## src/hdl/smo_pkg.sv

```systemverilog
// Shared constants, payload structs and sideband type for the SMO pair step.
// Used by every module in this folder; no dependencies of its own.
package smo_pkg;

  localparam int FRACTION_BITS_DEF = 16;
  localparam int ALPHA_W = 31;
  localparam int DELTA_W = 32;
  localparam int VAL_W   = 36;
  localparam int NUM_W   = 33;
  localparam int DEN_W   = 34;
  localparam int QUO_W   = 32;

  localparam logic [ALPHA_W-1:0] BOX_LIMIT_RST = 31'd65536;

  typedef struct packed {
    logic [ALPHA_W-1:0] alpha_first;
    logic [ALPHA_W-1:0] alpha_second;
    logic               label_first;
    logic               label_second;
    logic [ALPHA_W-1:0] kernel_first_first;
    logic [ALPHA_W-1:0] kernel_second_second;
    logic signed [31:0] kernel_cross;
    logic signed [31:0] margin_gap;
  } in_t;

  typedef struct packed {
    logic signed [DELTA_W-1:0] delta_first;
    logic signed [DELTA_W-1:0] delta_second;
    logic                      degenerate;
  } out_t;

  typedef struct packed {
    logic [ALPHA_W-1:0]      a1;
    logic [ALPHA_W-1:0]      a2;
    logic                    y1;
    logic                    y2;
    logic signed [VAL_W-1:0] sum;
    logic signed [VAL_W-1:0] lo;
    logic signed [VAL_W-1:0] hi;
    logic                    degen;
    logic                    neg;
  } side_t;

endpackage

```

## src/hdl/smo_pair_back.sv

```systemverilog
// Last two stages: signed saturated quotient and candidate, then clip and deltas.
// Depends on smo_pkg.
module smo_pair_back (
  input  logic                      clk,
  input  logic                      rst_n,
  input  logic                      en,
  input  logic                      v_in,
  input  smo_pkg::side_t            side_in,
  input  logic [smo_pkg::QUO_W-1:0] quo,
  input  logic                      ovf,
  output logic                      out_valid,
  output smo_pkg::out_t             out_data
);

  localparam int VW = smo_pkg::VAL_W;
  localparam logic signed [VW-1:0] SAT_MAX = {{(VW-31){1'b0}}, {31{1'b1}}};
  localparam logic signed [VW-1:0] SAT_MIN = {{(VW-31){1'b1}}, {31{1'b0}}};

  function automatic logic [31:0] sat32(input logic signed [VW-1:0] v);
    logic signed [VW-1:0] r;
    if (v > SAT_MAX) begin
      r = SAT_MAX;
    end else if (v < SAT_MIN) begin
      r = SAT_MIN;
    end else begin
      r = v;
    end
    return r[31:0];
  endfunction

  logic signed [VW-1:0] qz, qs, a1e, a_nxt;
  logic                 va_r;
  smo_pkg::side_t       sa_r;
  logic signed [VW-1:0] a_r;

  logic signed [VW-1:0] ac, ay, b, a1r, a2r;
  smo_pkg::out_t        o_nxt;
  logic                 vb_r;
  smo_pkg::out_t        ob_r;

  always_comb begin
    qz  = {{(VW-smo_pkg::QUO_W){1'b0}}, quo};
    a1e = {{(VW-smo_pkg::ALPHA_W){1'b0}}, side_in.a1};
    if (ovf) begin
      qs = side_in.neg ? SAT_MIN : SAT_MAX;
    end else if (side_in.neg) begin
      qs = (-qz < SAT_MIN) ? SAT_MIN : -qz;
    end else begin
      qs = (qz > SAT_MAX) ? SAT_MAX : qz;
    end
    a_nxt = side_in.degen ? a1e : a1e + qs;
  end

  always_comb begin
    a1r = {{(VW-smo_pkg::ALPHA_W){1'b0}}, sa_r.a1};
    a2r = {{(VW-smo_pkg::ALPHA_W){1'b0}}, sa_r.a2};
    if (a_r > sa_r.hi) begin
      ac = sa_r.hi;
    end else if (a_r < sa_r.lo) begin
      ac = sa_r.lo;
    end else begin
      ac = a_r;
    end
    ay = sa_r.y1 ? ac : -ac;
    b  = sa_r.y2 ? (sa_r.sum - ay) : (ay - sa_r.sum);
    o_nxt.delta_first  = sat32(ac - a1r);
    o_nxt.delta_second = sat32(b - a2r);
    o_nxt.degenerate   = sa_r.degen;
  end

  always_ff @(posedge clk) begin
    if (!rst_n) begin
      va_r <= 1'b0;
      vb_r <= 1'b0;
    end else if (en) begin
      va_r <= v_in;
      vb_r <= va_r;
    end
  end

  always_ff @(posedge clk) begin
    if (en) begin
      sa_r <= side_in;
      a_r  <= a_nxt;
      ob_r <= o_nxt;
    end
  end

  assign out_valid = vb_r;
  assign out_data  = ob_r;

  a_degen_keeps_alpha: assert property (@(posedge clk) disable iff (!rst_n)
    (en && v_in && side_in.degen) |=> (a_r == $past(a1e)))
    else $error("degenerate item did not keep its first multiplier");

  a_clip_in_box: assert property (@(posedge clk) disable iff (!rst_n)
    (va_r && (sa_r.lo <= sa_r.hi)) |-> (ac >= sa_r.lo && ac <= sa_r.hi))
    else $error("clipped multiplier outside a non-empty box");

endmodule

```

## config.mk

```make
export PLATFORM = sky130hd
export DESIGN_NAME = smo_pair_back
export DESIGN_NICKNAME = d
export VERILOG_FILES = /design/src/hdl/smo_pkg.sv /design/src/hdl/smo_pair_back.sv
export SDC_FILE = /design/constraint.sdc
export NUM_CORES = 1
export LEC_CHECK = 0
export BUFFER_PORTS_ARGS = -buffer_cell sky130_fd_sc_hd__buf_2
export CAP_MARGIN = 20
export CORE_AREA = 2 2 218 241
export DETAILED_ROUTE_END_ITERATION = 8
export DIE_AREA = 0 0 220 243
export SYNTH_ARGS = -nofsm -noshare
export SYNTH_HDL_FRONTEND = slang
export SYNTH_SLANG_ARGS = --single-unit
```

## constraint.sdc

```tcl
create_clock -name clk -period 12.4 [get_ports clk]
set_clock_uncertainty 0.05 [all_clocks]
set_input_delay 3.1 -clock clk [delete_from_list [all_inputs] [get_ports clk]]
set_output_delay 3.1 -clock clk [all_outputs]
set_load 0.05 [all_outputs]
```

==> report_table.html <==
<table>
<tr><th>Metric</th><th>Value</th></tr>
<tr><th colspan="2">Synth</th></tr>
<tr><td>Synth top area cells</td><td>edfxtp_1 36%, ha_1 13%, a21oi_1 4.8%</td></tr>
<tr><td>Synth Area per Inst</td><td>9.15 um^2</td></tr>
<tr><td>Most instantiated cells after synthesis</td><td>274 x edfxtp_1, 252 x inv_1, 237 x ha_1, 219 x a21oi_1, 189 x nand2_1</td></tr>
<tr><td>EDFF count, synth</td><td>274</td></tr>
<tr><td>Yosys warning count</td><td>0</td></tr>
<tr><td>Area share of the largest cell type after synthesis</td><td>0.361</td></tr>
<tr><td>Synthesized flop and latch total</td><td>276</td></tr>
<tr><td>Number of different library cells in the post-synthesis netlist</td><td>97</td></tr>
<tr><td>Post-synthesis instance area</td><td>0.0228 mm^2</td></tr>
<tr><td>Syn nets</td><td>2,940</td></tr>
<tr><td>Primary flip-flop cell chosen by synthesis mapping</td><td>edfxtp_1</td></tr>
<tr><td>Library cell with the largest summed area after synthesis</td><td>edfxtp_1</td></tr>
<tr><td>Library cell with the highest instance count after synthesis</td><td>edfxtp_1</td></tr>
<tr><td>Share of the yosys chip area belonging to registers</td><td>0.363</td></tr>
<tr><td>Proportion of register bits with asynchronous set or reset after synthesis</td><td>0</td></tr>
<tr><td>Post-Syn Instances</td><td>2,487</td></tr>
<tr><th colspan="2">Hold path</th></tr>
<tr><td>Number of cells on the worst hold path</td><td>0</td></tr>
<tr><td>Tightest Hold Check Type</td><td>flip-flop to flip-flop</td></tr>
<tr><td>Worst min-delay path startpoint</td><td>o_nxt[0]$_DFFE_PP_</td></tr>
<tr><td>Min-Delay Endpoint</td><td>out_data[0]$_DFFE_PP_</td></tr>
<tr><th colspan="2">Critical path</th></tr>
<tr><td>Critical setup path kind</td><td>flip-flop to flip-flop</td></tr>
<tr><td>Endpoint class of the critical path</td><td>flip-flop</td></tr>
<tr><td>Reg-to-Reg Start</td><td>a_r[35]$_SDFFCE_PP0P_</td></tr>
<tr><td>Delay of the slowest critical-path stage</td><td>0.79 ns</td></tr>
<tr><td>Setup slack on the worst flop-to-flop path</td><td>1.64 ns</td></tr>
<tr><td>Length in cells of the worst reg-to-reg path</td><td>38</td></tr>
<tr><td>Slowest CP cell</td><td>ha_1</td></tr>
<tr><td>Startpoint kind of the worst setup timing path</td><td>flip-flop</td></tr>
<tr><td>Critical path data required time</td><td>12.68 ns</td></tr>
<tr><td>Data arrival time of the critical path</td><td>11.04 ns</td></tr>
<tr><td>Maximum fanout count along the critical path</td><td>31</td></tr>
<tr><td>Endpoint of the lowest-slack register-to-register path</td><td>out_data[18]$_SDFFCE_PN1P_</td></tr>
<tr><th colspan="2">Clocking</th></tr>
<tr><td>Total of hold buffers inserted after clock tree synthesis</td><td>0</td></tr>
<tr><td>TritonCTS clock tree</td><td>yes</td></tr>
<tr><td>Cts bufs inserted</td><td>31</td></tr>
<tr><td>Latest clock arrival within the worst-skew pair</td><td>0.60 ns</td></tr>
<tr><td>Clk root buf</td><td>clkbuf_16</td></tr>
<tr><td>CTS sink count</td><td>276</td></tr>
<tr><td>Maximum level of the CTS H-tree</td><td>1</td></tr>
<tr><td>Number of buffers on the longest clock path</td><td>3</td></tr>
<tr><td>Count of cells resized by post-cts repair</td><td>0</td></tr>
<tr><td>Number of buffers inserted by post-CTS setup repair</td><td>0</td></tr>
<tr><td>Clock transition at path regs</td><td>0.06 ns</td></tr>
<tr><th colspan="2">Run</th></tr>
<tr><td>Max-cap violations</td><td>0</td></tr>
<tr><th colspan="2">Floorplanning</th></tr>
<tr><td>Count of pins on the block boundary</td><td>277</td></tr>
<tr><td>Chip height</td><td>243 um</td></tr>
<tr><td>Area of the core region</td><td>0.0509 mm^2</td></tr>
<tr><td>Number of core rows</td><td>87</td></tr>
<tr><td>Initial cell density of the core</td><td>0.447</td></tr>
<tr><td>Die width</td><td>220 um</td></tr>
<tr><td>Area of the die</td><td>0.0535 mm^2</td></tr>
<tr><th colspan="2">Placement</th></tr>
<tr><td>Number of input and output port buffers inserted</td><td>276</td></tr>
<tr><td>HPWL Detailed</td><td>51,700 um</td></tr>
<tr><td>GP Congestion</td><td>0.910</td></tr>
<tr><th colspan="2">Drt</th></tr>
<tr><td>Remaining DRCs</td><td>0</td></tr>
<tr><td>Post-DR vias/cell</td><td>5.55</td></tr>
<tr><td>Routed wire length</td><td>63,700 um</td></tr>
<tr><td>Number of nets still failing antenna checks after routing</td><td>0</td></tr>
<tr><td>Detailed Route Iter0 Violations</td><td>1,152</td></tr>
<tr><td>Routed WL per cell</td><td>18.7 um</td></tr>
<tr><td>Router iterations before antenna repair</td><td>5</td></tr>
<tr><td>Overall via count from detail_route</td><td>18,900</td></tr>
<tr><th colspan="2">Finish</th></tr>
<tr><td>Area of the multi-input gates</td><td>0.0131 mm^2</td></tr>
<tr><td># fillers</td><td>4,888</td></tr>
<tr><td>Area occupied by registers</td><td>0.00827 mm^2</td></tr>
<tr><td>Layout Nets</td><td>3,168</td></tr>
<tr><td>Area growth from synthesis to final layout</td><td>12.9%</td></tr>
<tr><td>Ratio of cells with drive above 1 in the final layout</td><td>0.148</td></tr>
<tr><th colspan="2">Power</th></tr>
<tr><td>Power density over cell area</td><td>235 mW/mm^2</td></tr>
<tr><td>Worst supply voltage drop on vdd</td><td>0.000269 V</td></tr>
<tr><td>Pleak</td><td>11.4 nW</td></tr>
<tr><td>Total Power</td><td>6.03 mW</td></tr>
<tr><th colspan="2">GRT</th></tr>
<tr><td>Maximum number of pins on one net before global-route repair</td><td>73</td></tr>
<tr><td>Wire length of the first global-routing pass</td><td>98,700 um</td></tr>
<tr><td>Via count of the first global-routing pass</td><td>18,600</td></tr>
<tr><td>Congestion Overflow GR</td><td>0</td></tr>
<tr><td>Total global-route track usage</td><td>0.234</td></tr>
<tr><td>Initial antenna violation count</td><td>11</td></tr>
<tr><th colspan="2">Timing</th></tr>
<tr><td>Final-report max-slew violation count</td><td>0</td></tr>
<tr><td>Min Clock Period, post-route</td><td>10.76 ns</td></tr>
<tr><td>Final setup viols</td><td>0</td></tr>
<tr><td>Final hold slack</td><td>0.386 ns</td></tr>
<tr><td>Share of the cycle needed by the critical path after routing</td><td>0.868</td></tr>
<tr><td>Final Hold Fails</td><td>0</td></tr>
<tr><td>Maximum clock rate</td><td>92.9 MHz</td></tr>
<tr><td>Setup repair after global routing missed its margin</td><td>no</td></tr>
<tr><td>Sum Neg Setup Slack</td><td>0 ns</td></tr>
<tr><td>Actual transition at the worst max-transition pin</td><td>0.942 ns</td></tr>
<tr><td>Rel. slew slack</td><td>0.372</td></tr>
<tr><th colspan="2">Outcome</th></tr>
<tr><td>Outcome</td><td>finished clean</td></tr>
</table>
==> metrics by stage <==
stage,util,area [um^2],worst slack [ns],instances
after floorplan,-,22800,2.58,2487
after global placement,0.485,24700,1.70,3348
after detailed placement,0.485,24700,1.61,3348
after CTS,0.504,25700,1.63,3404
after global routing,0.504,25700,0.543,3405
final,0.505,25700,1.64,3409
==> critical path: cells and delay by family (launching register included) <==
kind                     cells  cell delay, ns
AO/OA/AOI/OAI               18            4.84
adder cells (fa/ha/maj)      4            1.83
AND/OR/NAND/NOR              9            1.60
XOR/XNOR                     3            1.05
flip-flops                   1            0.46
buffers and inverters        3            0.45
multiplexers                 1            0.18
==> layout by cell type, fill, tap and decap left out, types with 50 or more instances in the layout <==
cell type | Yosys | routed
a21o_1 | 128 | 128
a21oi_1 | 219 | 218
buf_2 | 25 | 275
edfxtp_1 | 274 | 274
ha_1 | 237 | 237
inv_1 | 252 | 252
nand2_1 | 189 | 189
nor2_1 | 157 | 157
nor3_1 | 50 | 50
o21ai_0 | 165 | 165
xnor2_1 | 88 | 88
xor2_1 | 71 | 71
==> flip-flops by register name, summed over array words and instances, names as in the netlist <==
name,flops
a1r,31
a2r,31
a_r,36
o_nxt,1
out_data,65
out_valid,1
sa_r,110
va_r,1
==> worst max-delay path by stage <==
stage | start | cells past startpoint | slack (ns) | to
6_report | a_r[35]$_SDFFCE_PP0P_ | 38 | 1.64 | out_data[18]$_SDFFCE_PN1P_
5_1_grt | a_r[35]$_SDFFCE_PP0P_ | 38 | 0.54 | out_data[18]$_SDFFCE_PN1P_
4_1_cts | a_r[35]$_SDFFCE_PP0P_ | 38 | 1.63 | out_data[21]$_SDFFCE_PN1P_
3_5_place_dp | quo[1] | 31 | 1.61 | a_r[35]$_SDFFCE_PP0P_
3_3_place_gp | quo[1] | 31 | 1.70 | a_r[35]$_SDFFCE_PP0P_
2_1_floorplan | quo[0] | 34 | 2.58 | a_r[35]$_SDFFCE_PP0P_
==> cell families after synthesis <==
group / share of synthesized area
AOI/OAI and AO/OA: 0.221
and+or+nand+nor: 0.135
buffers and inverters: 0.0597
DFF: 0.363
adders and majority gates: 0.135
xor gates and xnor gates: 0.0650
muxes: 0.0217
==> power by group <==
group	switching (mW)	internal (mW)
Sequential	0.0855	1.31
Combinational	2.35	1.41
Clock	0.377	0.500
==> area by class of cell <==
cell class,count,area share
multi-input cells,1859,0.511
flip-flops and latches,276,0.322
repair buffers,293,0.0599
inverters,254,0.0371
well taps,667,0.0325
clock buffers,38,0.0312
clock inverters,18,0.00599
diodes,4,0.000389
==> metal layers <==
metal,track usage,wire [um]
met5,0,97
met4,0.0880,2290
met3,0.0360,3310
met2,0.386,29500
met1,0.308,28500
Power figures use the tool's default switching activity.
